<file path="src/sv/mhpd_pkg.sv">
// Package: widths, constants and shared types of the packet deframer.
`default_nettype none
package mhpd_pkg;

    localparam int BYTE_W    = 8;
    localparam int LOW_W     = 7;
    localparam int NUM_DATA  = 7;
    localparam int CNT_W     = 4;

    localparam logic [CNT_W-1:0] CNT_HEAD  = 4'd1;
    localparam logic [CNT_W-1:0] CNT_CHECK = 4'd9;
    localparam logic [CNT_W-1:0] CNT_DONE  = 4'd10;

    // control from the sequencer to the cell row and the output stage
    typedef struct packed {
        logic                  shift;     // push data into the cell row
        logic [BYTE_W-1:0]     data;      // restored data byte for cell 0
        logic                  done;      // checksum word taken, packet complete
        logic                  ok;        // checksum matched
        logic [LOW_W-1:0]      id;        // packet ID
        logic                  at_check;  // next body word is the checksum
    } mhpd_ctl_t;

endpackage
`default_nettype wire

</file>
<file path="src/sv/mhpd_if.sv">
// Interfaces: received byte channel and completed packet channel.
`default_nettype none
interface mhpd_byte_if;
    import mhpd_pkg::*;

    logic              valid;
    logic              ready;
    logic [BYTE_W-1:0] rx_byte;

    modport source (output valid, output rx_byte, input ready);
    modport sink   (input valid, input rx_byte, output ready);
endinterface

interface mhpd_pkt_if;
    import mhpd_pkg::*;

    logic              valid;
    logic              ready;
    logic [LOW_W-1:0]  packet_id;
    logic [BYTE_W-1:0] data_0;
    logic [BYTE_W-1:0] data_1;
    logic [BYTE_W-1:0] data_2;
    logic [BYTE_W-1:0] data_3;
    logic [BYTE_W-1:0] data_4;
    logic [BYTE_W-1:0] data_5;
    logic [BYTE_W-1:0] data_6;
    logic              checksum_ok;

    modport source (output valid, output packet_id, output data_0, output data_1,
                    output data_2, output data_3, output data_4, output data_5,
                    output data_6, output checksum_ok, input ready);
    modport sink   (input valid, input packet_id, input data_0, input data_1,
                    input data_2, input data_3, input data_4, input data_5,
                    input data_6, input checksum_ok, output ready);
endinterface
`default_nettype wire

</file>
<file path="src/sv/msb_header_packet_deframer.sv">
// Top level of the byte-stream packet deframer.
// Usage:
//   rx  : one received byte per word. A word with bit 7 clear opens a packet
//         (the packet ID); nine words with bit 7 set follow: head, seven data
//         words, checksum. An ID word inside a packet aborts it and is dropped.
//         Body words outside a packet are ignored.
//   pkt : one word per completed packet: ID, seven data bytes with bit 7
//         restored from the head word, and checksum_ok (7-bit sum of ID, head
//         and data against the low 7 bits of the checksum word).
//   Throughput: one rx word per cycle unless stalled; each word is handled
//   in the cycle it is accepted by the sequencer and the seven-cell data row.
//   Output: the packet word is valid on pkt in the cycle after its checksum
//   word is accepted, held in an output register.
//   Stall: while a packet word waits on pkt, rx keeps taking words; it stalls
//   only when the next word could be a checksum and the output is still full.
//   Reset: rst_n (async, active low) returns to waiting for an ID and empties
//   the output register.
`default_nettype none
module msb_header_packet_deframer (
    input  wire logic clk,
    input  wire logic rst_n,
    mhpd_byte_if.sink rx,
    mhpd_pkt_if.source pkt
);
    import mhpd_pkg::*;

    mhpd_ctl_t         ctl;
    logic              accept;
    logic [BYTE_W-1:0] chain [NUM_DATA+1];

    logic              out_valid_reg, out_valid_next;
    logic [LOW_W-1:0]  id_reg;
    logic [BYTE_W-1:0] data_reg [NUM_DATA];
    logic              ok_reg;

    assign rx.ready = !out_valid_reg || pkt.ready || !ctl.at_check;
    assign accept   = rx.valid && rx.ready;

    mhpd_ctrl u_ctrl (
        .clk     (clk),
        .rst_n   (rst_n),
        .accept  (accept),
        .rx_byte (rx.rx_byte),
        .ctl     (ctl)
    );

    assign chain[0] = ctl.data;

    // after seven shifts cell NUM_DATA-1 holds data_0
    for (genvar i = 0; i < NUM_DATA; i++)
    begin : g_cell
        mhpd_cell u_cell (
            .clk   (clk),
            .shift (ctl.shift),
            .din   (chain[i]),
            .dout  (chain[i+1])
        );
    end

    always_comb
    begin
        out_valid_next = out_valid_reg;
        if (ctl.done)
        begin
            out_valid_next = 1'b1;
        end
        else if (pkt.ready)
        begin
            out_valid_next = 1'b0;
        end
    end

    always_ff @(posedge clk or negedge rst_n)
    begin
        if (!rst_n)
        begin
            out_valid_reg <= 1'b0;
        end
        else
        begin
            out_valid_reg <= out_valid_next;
        end
    end

    always_ff @(posedge clk)
    begin
        if (ctl.done)
        begin
            id_reg <= ctl.id;
            ok_reg <= ctl.ok;
            for (int k = 0; k < NUM_DATA; k++)
            begin
                data_reg[k] <= chain[NUM_DATA-k];
            end
        end
    end

    assign pkt.valid       = out_valid_reg;
    assign pkt.packet_id   = id_reg;
    assign pkt.data_0      = data_reg[0];
    assign pkt.data_1      = data_reg[1];
    assign pkt.data_2      = data_reg[2];
    assign pkt.data_3      = data_reg[3];
    assign pkt.data_4      = data_reg[4];
    assign pkt.data_5      = data_reg[5];
    assign pkt.data_6      = data_reg[6];
    assign pkt.checksum_ok = ok_reg;

    // a packet must never complete while the output still holds an untaken word
    a_no_overwrite: assert property (@(posedge clk) disable iff (!rst_n)
        ctl.done |-> (!out_valid_reg || pkt.ready))
        else $error("packet completed over a pending output word");

    a_done_shows: assert property (@(posedge clk) disable iff (!rst_n)
        ctl.done |=> out_valid_reg)
        else $error("completed packet not presented");

    a_done_only_at_check: assert property (@(posedge clk) disable iff (!rst_n)
        ctl.done |-> (ctl.at_check && accept))
        else $error("completion outside the checksum position");

    a_no_shift_at_check: assert property (@(posedge clk) disable iff (!rst_n)
        ctl.shift |-> (!ctl.at_check && !ctl.done))
        else $error("data shift on checksum word");

endmodule
`default_nettype wire

</file>
<file path="src/sv/mhpd_cell.sv">
// One cell of the data row: holds a restored byte and hands it to the next cell.
`default_nettype none
module mhpd_cell (
    input  wire logic                      clk,
    input  wire logic                      shift,
    input  wire logic [mhpd_pkg::BYTE_W-1:0] din,
    output logic      [mhpd_pkg::BYTE_W-1:0] dout
);
    import mhpd_pkg::*;

    logic [BYTE_W-1:0] byte_reg;

    always_ff @(posedge clk)
    begin
        if (shift)
        begin
            byte_reg <= din;
        end
    end

    assign dout = byte_reg;

endmodule
`default_nettype wire

</file>
<file path="src/sv/mhpd_ctrl.sv">
// Packet sequencer: word count, ID, head bits and running 7-bit sum.
`default_nettype none
module mhpd_ctrl (
    input  wire logic                      clk,
    input  wire logic                      rst_n,
    input  wire logic                      accept,
    input  wire logic [mhpd_pkg::BYTE_W-1:0] rx_byte,
    output mhpd_pkg::mhpd_ctl_t            ctl
);
    import mhpd_pkg::*;

    logic              in_packet_reg, in_packet_next;
    logic [CNT_W-1:0]  count_reg, count_next;
    logic [LOW_W-1:0]  id_reg, id_next;
    logic [LOW_W-1:0]  head_reg, head_next;
    logic [LOW_W-1:0]  sum_reg, sum_next;
    logic [LOW_W-1:0]  sum_add;
    logic              top;

    assign top     = rx_byte[BYTE_W-1];
    assign sum_add = sum_reg + rx_byte[LOW_W-1:0];

    always_comb
    begin
        in_packet_next = in_packet_reg;
        count_next     = count_reg;
        id_next        = id_reg;
        head_next      = head_reg;
        sum_next       = sum_reg;
        ctl.shift      = 1'b0;
        ctl.done       = 1'b0;
        ctl.data       = {head_reg[0], rx_byte[LOW_W-1:0]};
        ctl.ok         = (sum_reg == rx_byte[LOW_W-1:0]);
        ctl.id         = id_reg;
        ctl.at_check   = in_packet_reg && (count_reg == CNT_CHECK);
        if (accept)
        begin
            if (!in_packet_reg)
            begin
                if (!top)
                begin
                    id_next        = rx_byte[LOW_W-1:0];
                    sum_next       = rx_byte[LOW_W-1:0];
                    count_next     = CNT_HEAD;
                    head_next      = '0;
                    in_packet_next = 1'b1;
                end
            end
            else if (!top)
            begin
                // ID word inside a packet: abort and drop it
                in_packet_next = 1'b0;
            end
            else if (count_reg == CNT_HEAD)
            begin
                head_next  = rx_byte[LOW_W-1:0];
                sum_next   = sum_add;
                count_next = count_reg + 1'b1;
            end
            else if (count_reg < CNT_CHECK)
            begin
                // head bits consumed LSB first, one per data word
                ctl.shift  = 1'b1;
                head_next  = {1'b0, head_reg[LOW_W-1:1]};
                sum_next   = sum_add;
                count_next = count_reg + 1'b1;
            end
            else
            begin
                ctl.done       = 1'b1;
                in_packet_next = 1'b0;
                count_next     = CNT_DONE;
            end
        end
    end

    always_ff @(posedge clk or negedge rst_n)
    begin
        if (!rst_n)
        begin
            in_packet_reg <= 1'b0;
            count_reg     <= '0;
            id_reg        <= '0;
            head_reg      <= '0;
            sum_reg       <= '0;
        end
        else
        begin
            in_packet_reg <= in_packet_next;
            count_reg     <= count_next;
            id_reg        <= id_next;
            head_reg      <= head_next;
            sum_reg       <= sum_next;
        end
    end

endmodule
`default_nettype wire

</file>
<file path="src/flat_wrapper.sv">
// flat-port wrapper written by rule: the top's interface ports become plain ports
module msb_header_packet_deframer_flat import mhpd_pkg::*;
  (clk, rst_n, rx_valid, rx_rx_byte, rx_ready, pkt_valid, pkt_packet_id, pkt_data_0, pkt_data_1, pkt_data_2, pkt_data_3, pkt_data_4, pkt_data_5, pkt_data_6, pkt_checksum_ok, pkt_ready);
  mhpd_byte_if rx_i ();
  mhpd_pkt_if pkt_i ();
  input  wire logic clk;
  input  wire logic rst_n;
  input wire logic [$bits(rx_i.valid)-1:0] rx_valid;
  input wire logic [$bits(rx_i.rx_byte)-1:0] rx_rx_byte;
  output wire logic [$bits(rx_i.ready)-1:0] rx_ready;
  output wire logic [$bits(pkt_i.valid)-1:0] pkt_valid;
  output wire logic [$bits(pkt_i.packet_id)-1:0] pkt_packet_id;
  output wire logic [$bits(pkt_i.data_0)-1:0] pkt_data_0;
  output wire logic [$bits(pkt_i.data_1)-1:0] pkt_data_1;
  output wire logic [$bits(pkt_i.data_2)-1:0] pkt_data_2;
  output wire logic [$bits(pkt_i.data_3)-1:0] pkt_data_3;
  output wire logic [$bits(pkt_i.data_4)-1:0] pkt_data_4;
  output wire logic [$bits(pkt_i.data_5)-1:0] pkt_data_5;
  output wire logic [$bits(pkt_i.data_6)-1:0] pkt_data_6;
  output wire logic [$bits(pkt_i.checksum_ok)-1:0] pkt_checksum_ok;
  input wire logic [$bits(pkt_i.ready)-1:0] pkt_ready;
  assign rx_i.valid = rx_valid;
  assign rx_i.rx_byte = rx_rx_byte;
  assign rx_ready = rx_i.ready;
  assign pkt_valid = pkt_i.valid;
  assign pkt_packet_id = pkt_i.packet_id;
  assign pkt_data_0 = pkt_i.data_0;
  assign pkt_data_1 = pkt_i.data_1;
  assign pkt_data_2 = pkt_i.data_2;
  assign pkt_data_3 = pkt_i.data_3;
  assign pkt_data_4 = pkt_i.data_4;
  assign pkt_data_5 = pkt_i.data_5;
  assign pkt_data_6 = pkt_i.data_6;
  assign pkt_checksum_ok = pkt_i.checksum_ok;
  assign pkt_i.ready = pkt_ready;
  msb_header_packet_deframer u_core (.clk(clk), .rst_n(rst_n), .rx(rx_i), .pkt(pkt_i));
endmodule
</file>
<file path="config.mk">
export PLATFORM = sky130hd
export DESIGN_NAME = msb_header_packet_deframer_flat
export DESIGN_NICKNAME = d
export VERILOG_FILES = /design/src/sv/mhpd_pkg.sv /design/src/sv/mhpd_if.sv /design/src/sv/msb_header_packet_deframer.sv /design/src/sv/mhpd_cell.sv /design/src/sv/mhpd_ctrl.sv /design/src/flat_wrapper.sv
export SDC_FILE = /design/constraint.sdc
export NUM_CORES = 1
export LEC_CHECK = 0
export BUFFER_PORTS_ARGS = -buffer_cell sky130_fd_sc_hd__buf_2
export CORE_MARGIN = 2
export CORE_UTILIZATION = 35
export CTS_CLUSTER_DIAMETER = 80
export DETAILED_ROUTE_END_ITERATION = 16
export SYNTH_ARGS = -nofsm -noshare
export SYNTH_HDL_FRONTEND = slang
export SYNTH_SLANG_ARGS = --single-unit
</file>
<file path="constraint.sdc">
create_clock -name clk -period 9.4 [get_ports clk]
set_clock_uncertainty 0.1 [all_clocks]
set_input_delay 1.41 -clock clk [delete_from_list [all_inputs] [get_ports clk]]
set_output_delay 1.41 -clock clk [all_outputs]
set_load 0.01 [all_outputs]
</file>
======== Word-level counts from Yosys, hierarchy flattened ========
Memory sizes are Yosys's and may differ from the RTL's.
Cells that the tools add are included.
word-level totals
  RAM bits ................................ 56
  input port bits ......................... 12
  register bits ........................... 91
  memories ................................ 1
  logic and storage cells ................. 70
  output and inout port bits .............. 66
memories
  name             depth  bits a word  rd ports  clocked after Yosys merged registers in  wr ports  line                              text
  u_core.data_reg  7      8            7         0                                        7         msb_header_packet_deframer.sv:33  logic [BYTE_W-1:0] data_reg [NUM_DATA];
cells by class
  reductions and logical operators ........ 10
  eq/ne operators ......................... 6
  multiplexer cells ....................... 33
  $lt $le $gt $ge ......................... 1
  bitwise operators ....................... 2
  $add $sub $neg .......................... 2
operator list
  cell                                                    count
  two-way mux 7 bit                                       10
  two-way mux 4 bit                                       5
  two-way mux 1 bit                                       18
  adder 7 bit                                             1
  == test 7 bit                                           1
  AND reduction 3 bit                                     2
  adder 4 x 1 -> 4 bit (second input constant)            1
  == test 4 x 1 -> 1 bit (second input constant)          1
  == test 4 bit (second input constant)                   1
  less-than comparator 4 bit (second input constant)      1
  AND reduction 4 bit                                     1
  inequality test 3 x 1 -> 1 bit (second input constant)  1
  logical AND 1 bit                                       2
  logical NOT 1 bit                                       2
  logical OR 1 bit                                        2
  inequality test 2 x 1 -> 1 bit (second input constant)  1
  inequality test 2 bit (second input constant)           1
  inverter 1 bit                                          2
  nonzero test 2 bit                                      1

======== Logic depth before layout (Yosys ltp) ========
  depth in word-level cells ............... 8
  depth in mapped cells ................... 10
  gate-level depth less buffers ........... 7

======== Cells and area by module ========
From an unflattened synthesis, not the netlist that was laid out.
second synthesis, totals
  cells, all modules ...................... 289
  area total of the unflattened synthesis .. 5,293.8 um^2
modules (own cells, without submodules)
  module                      sequential area each (um^2)  area each (um^2)  cells an instance  times used
  msb_header_packet_deframer  1,946.9                      1,985.7           69                 1
  mhpd_cell                   240.2                        240.2             8                  7
  mhpd_ctrl                   650.6                        1,626.6           164                1

======== Least setup slack after synthesis ========
OpenSTA, ideal clock, no wires.
  path kind ............................... input-to-reg
  start point ............................. input pkt_ready
  end point ............................... register u_core.g_cell[0].u_cell.byte_reg[0] (enable)
  buffers on the path ..................... 0
  setup time .............................. 0.609 ns
  required time ........................... 8.691 ns
  cell stages on the path ................. 3
  arrival ................................. 7.156 ns
  slack ................................... 1.535 ns
  cells stage by stage .................... nand2b_1 -> o31ai_4 -> nor4_1
RTL lines
  element               line                text
  from (decl)           flat_wrapper.sv:21  input wire logic [$bits(pkt_i.ready)-1:0] pkt_ready;
  to (signal assigned)  mhpd_cell.sv:17     byte_reg <= din;
  to (decl)             mhpd_cell.sv:11     logic [BYTE_W-1:0] byte_reg;

======== Final worst setup path ========
  start point ............................. input pkt_ready
  end point ............................... output rx_ready
on the way
  word-level cells in the longest chain between the ends .. 2
RTL lines
  element                         line                              text
  logical OR 1 bit (2 in series)  msb_header_packet_deframer.sv:36  assign rx.ready = !out_valid_reg || pkt.ready || !ctl.at_check;
  to (decl)                       flat_wrapper.sv:10                output wire logic [$bits(rx_i.ready)-1:0] rx_ready;
Every way passes these cells.

==> reports/qor.csv <==
stage,metric,value,unit
power,peak supply drop,0.121,mV
floorplan,# IOs,78,
setup_path,"Slowest-stage cell, CP",nor3_1,
clocking,total setup buffers inserted after CTS,0,
cells_and_area,area growth from synthesis to layout,21.7,%
route,ANT nets after route,0,
clocking,TritonCTS Buffers,17,
timing,min Tclk post-route,3.84,ns
placed_design,Setup WS pre-CTS,5.55,ns
cells_and_area,most frequent cells in the layout,"120 x edfxtp_1, 77 x buf_2, 27 x dfrtp_1",
clocking,CTS tree,done,
timing,unrepaired setup endpoints after global routing,no,
clocking,Resized cells post-CTS,0,
outcome,status,completed,
logic_synthesis,Synth cell types,40,
floorplan,Rows,44,
logic_synthesis,syn nets,311,
global_route,pin count of the biggest net entering global routing,65,
timing,Setup TNS,0,ns
clocking,clk_lat worst skew,0.40,ns
floorplan,Die Y,127,um
placed_design,Detail Placement HPWL,5.32,mm
cells_and_area,"most common cell after layout, fill and taps aside",edfxtp_1,
global_route,gr busiest metal,met2,
timing,"Slew Viols, Final",0,
power,power density cells,271,nW/um^2
route,Detailed Route Iter0 Violations,146,
floorplan,die width,127,um
timing,Rel. slew slack,0.422,
setup_path,CP endpoint kind,output pin,
setup_path,"Cell Chain, Critical Path",buf_2 -> nand2b_1 -> nor3_1 -> inv_1 -> buf_2,
placed_design,cell total after placement,544,
placed_design,IO Port Bufs,77,
setup_path,Worst path top cell family by delay,simple AND/OR/NAND/NOR gates,
route,Routed wire per std cell,14.8,um
logic_synthesis,Syn Area/Cell,18.4,sq um
clocking,Clk Tree Root Cell,clkbuf_16,
timing,worst slew pin tran,0.868,ns
global_route,GR Util met3,0.0481,
logic_synthesis,synth warn,0,
route,detailed-route vias per instance,4.75,
power,Leak Pwr,0.00239,uW
timing,"Hold Violations, Final",0,
route,drt total wl,8.50,mm
floorplan,Core Region,14600,sq um
setup_path,Worst Path Required,7.89,ns
route,total number of vias,2725,
logic_synthesis,post-synthesis sequential area ratio,0.814,
run,max_cap viols,0,
logic_synthesis,Yosys reg bits,147,
logic_synthesis,Cells after Synth,286,
global_route,total grt overflow,0,
timing,period utilization,0.408,
setup_path,crit path max fanout,4,
floorplan,die area,16000,sq um
cells_and_area,diodes inserted,0,
cells_and_area,Finished Layout Cells,574,
timing,fmax,261,MHz
route,First-pass DRT Iterations,4,
global_route,first-pass GRT wire length,13.5,mm
min_path,Hold WC Path Type,reg2reg,
logic_synthesis,Post-Syn Area,5260,sq um
clocking,Post-CTS Hold Fix Bufs,0,
route,DRC,0,
global_route,vias in the first global route,2668,
clocking,clk sink count,147,
setup_path,startpoint types,input port,
setup_path,critical path class,in2out,
floorplan,starting density of the core,0.360,
setup_path,"most used cell, CP",buf_2,
timing,final setup violation count,0,
global_route,initial antenna violation count,0,
clocking,H-tree depth reported by CTS,4,
timing,final worst slack,5.56,ns
global_route,GR Util met1,0.133,
setup_path,crit path buf inv count,3,
cells_and_area,Layout Nets,404,
global_route,met2 GRT Util,0.180,
setup_path,"slowest stage delay, CP",0.40,ns
cells_and_area,layout cells sized above 1,0.297,
cells_and_area,post-layout util,0.438,
clocking,"Reg clk slew, reported paths",0.05,ns
setup_path,"Arr. time, crit path",2.33,ns
global_route,overall routing resource usage,0.111,
clocking,Longest Clk Path Bufs,2,
placed_design,GP Congestion,0.795,
## synth_stat cells
master / count / area share
edfxtp_1: 120 / 0.69
dfrtp_1: 27 / 0.13
nand2_1: 18 / 0.013
ha_1: 12 / 0.029
mux2i_1: 12 / 0.023
a21oi_1: 10 / 0.0095
nor2_1: 10 / 0.0071
o21ai_0: 9 / 0.0086
mux2_2: 8 / 0.017
o31ai_1: 6 / 0.0086
inv_1: 5 / 0.0036
a211oi_1: 4 / 0.0057
nand3_1: 4 / 0.0038
nor3_1: 4 / 0.0038
o21ai_1: 4 / 0.0038
nand2b_1: 3 / 0.0036
nor4_1: 3 / 0.0036
a21o_1: 2 / 0.0029
buf_6: 2 / 0.0043
nand2_2: 2 / 0.0024
o21bai_1: 2 / 0.0029
a41oi_1: 1 / 0.0017
buf_1: 1 / 0.00071
buf_4: 1 / 0.0014
clkbuf_1: 1 / 0.00071
clkinv_1: 1 / 0.00071
fa_1: 1 / 0.0038
inv_2: 1 / 0.00071
nand2b_4: 1 / 0.0026
nand4_1: 1 / 0.0012
nor2_2: 1 / 0.0012
nor2b_1: 1 / 0.0012
o22ai_1: 1 / 0.0012
o2bb2ai_1: 1 / 0.0017
o311ai_1: 1 / 0.0017
o31ai_4: 1 / 0.0040
or2_1: 1 / 0.0012
or4_1: 1 / 0.0014
xnor2_1: 1 / 0.0017
xor2_1: 1 / 0.0017
## area by class of cell
type                    instances  area [sq um]
fillers                      1279          8190
flip-flops and latches        147          4280
multi-input cells             127           927
clock buffers                  22           444
repair buffers                 79           400
well taps                     184           230
clock inverters                 8          87.6
inverters                       7          26.3
## stage by stage
step | hold slack [ns] | area, sq um | power [uW]
floorplan | 0.300 | 5260 | 1070
global placement | 0.302 | 5860 | 1120
detailed placement | 0.305 | 5860 | 1140
CTS | 0.318 | 6390 | 1760
global route | 0.320 | 6390 | 1830
finish | 0.317 | 6390 | 1730
## kinds of logic after synthesis
kind of cell | Yosys count | share of synthesized area
simple gates | 50 | 0.0459
compound gates | 42 | 0.0521
xor+xnor | 2 | 0.00333
fa+ha+maj | 13 | 0.0324
buf+inv | 12 | 0.0121
mux | 20 | 0.0400
flops | 147 | 0.814
## power breakdown
part | internal [uW] | switching [uW] | leakage [uW]
clock | 383 | 229 | 0.000254
sequential | 805 | 50.8 | 0.00142
combinational | 109 | 155 | 0.000716
## worst paths after layout
path                                            startpoint                         end  slack (ns)  cells past startpoint
setup / recovery                                 pkt_ready                    rx_ready        5.56                      5
hold / removal             u_core.g_cell[6].u_cell.dout[0]       u_core.data_reg[0][0]        0.32                      0
setup reg to reg               u_core.u_ctrl.in_packet_reg    u_core.u_ctrl.sum_reg[6]        6.33                      7
hold reg to reg            u_core.g_cell[6].u_cell.dout[0]       u_core.data_reg[0][0]        0.32                      0
max in group asynchronous                            rst_n   u_core.u_ctrl.head_reg[0]        7.85                      1
min in group asynchronous                            rst_n  u_core.u_ctrl.count_reg[3]        0.93                      1
## layer usage
metal	up-vias	part of all wire	wire length [um]
met3	7	0.060	507
met4	0	0.0088	75
met2	78	0.49	4150
met5	-	0	0
li1	1282	-	-
met1	1358	0.44	3760
No activity file was read; power rests on OpenSTA's default activity.
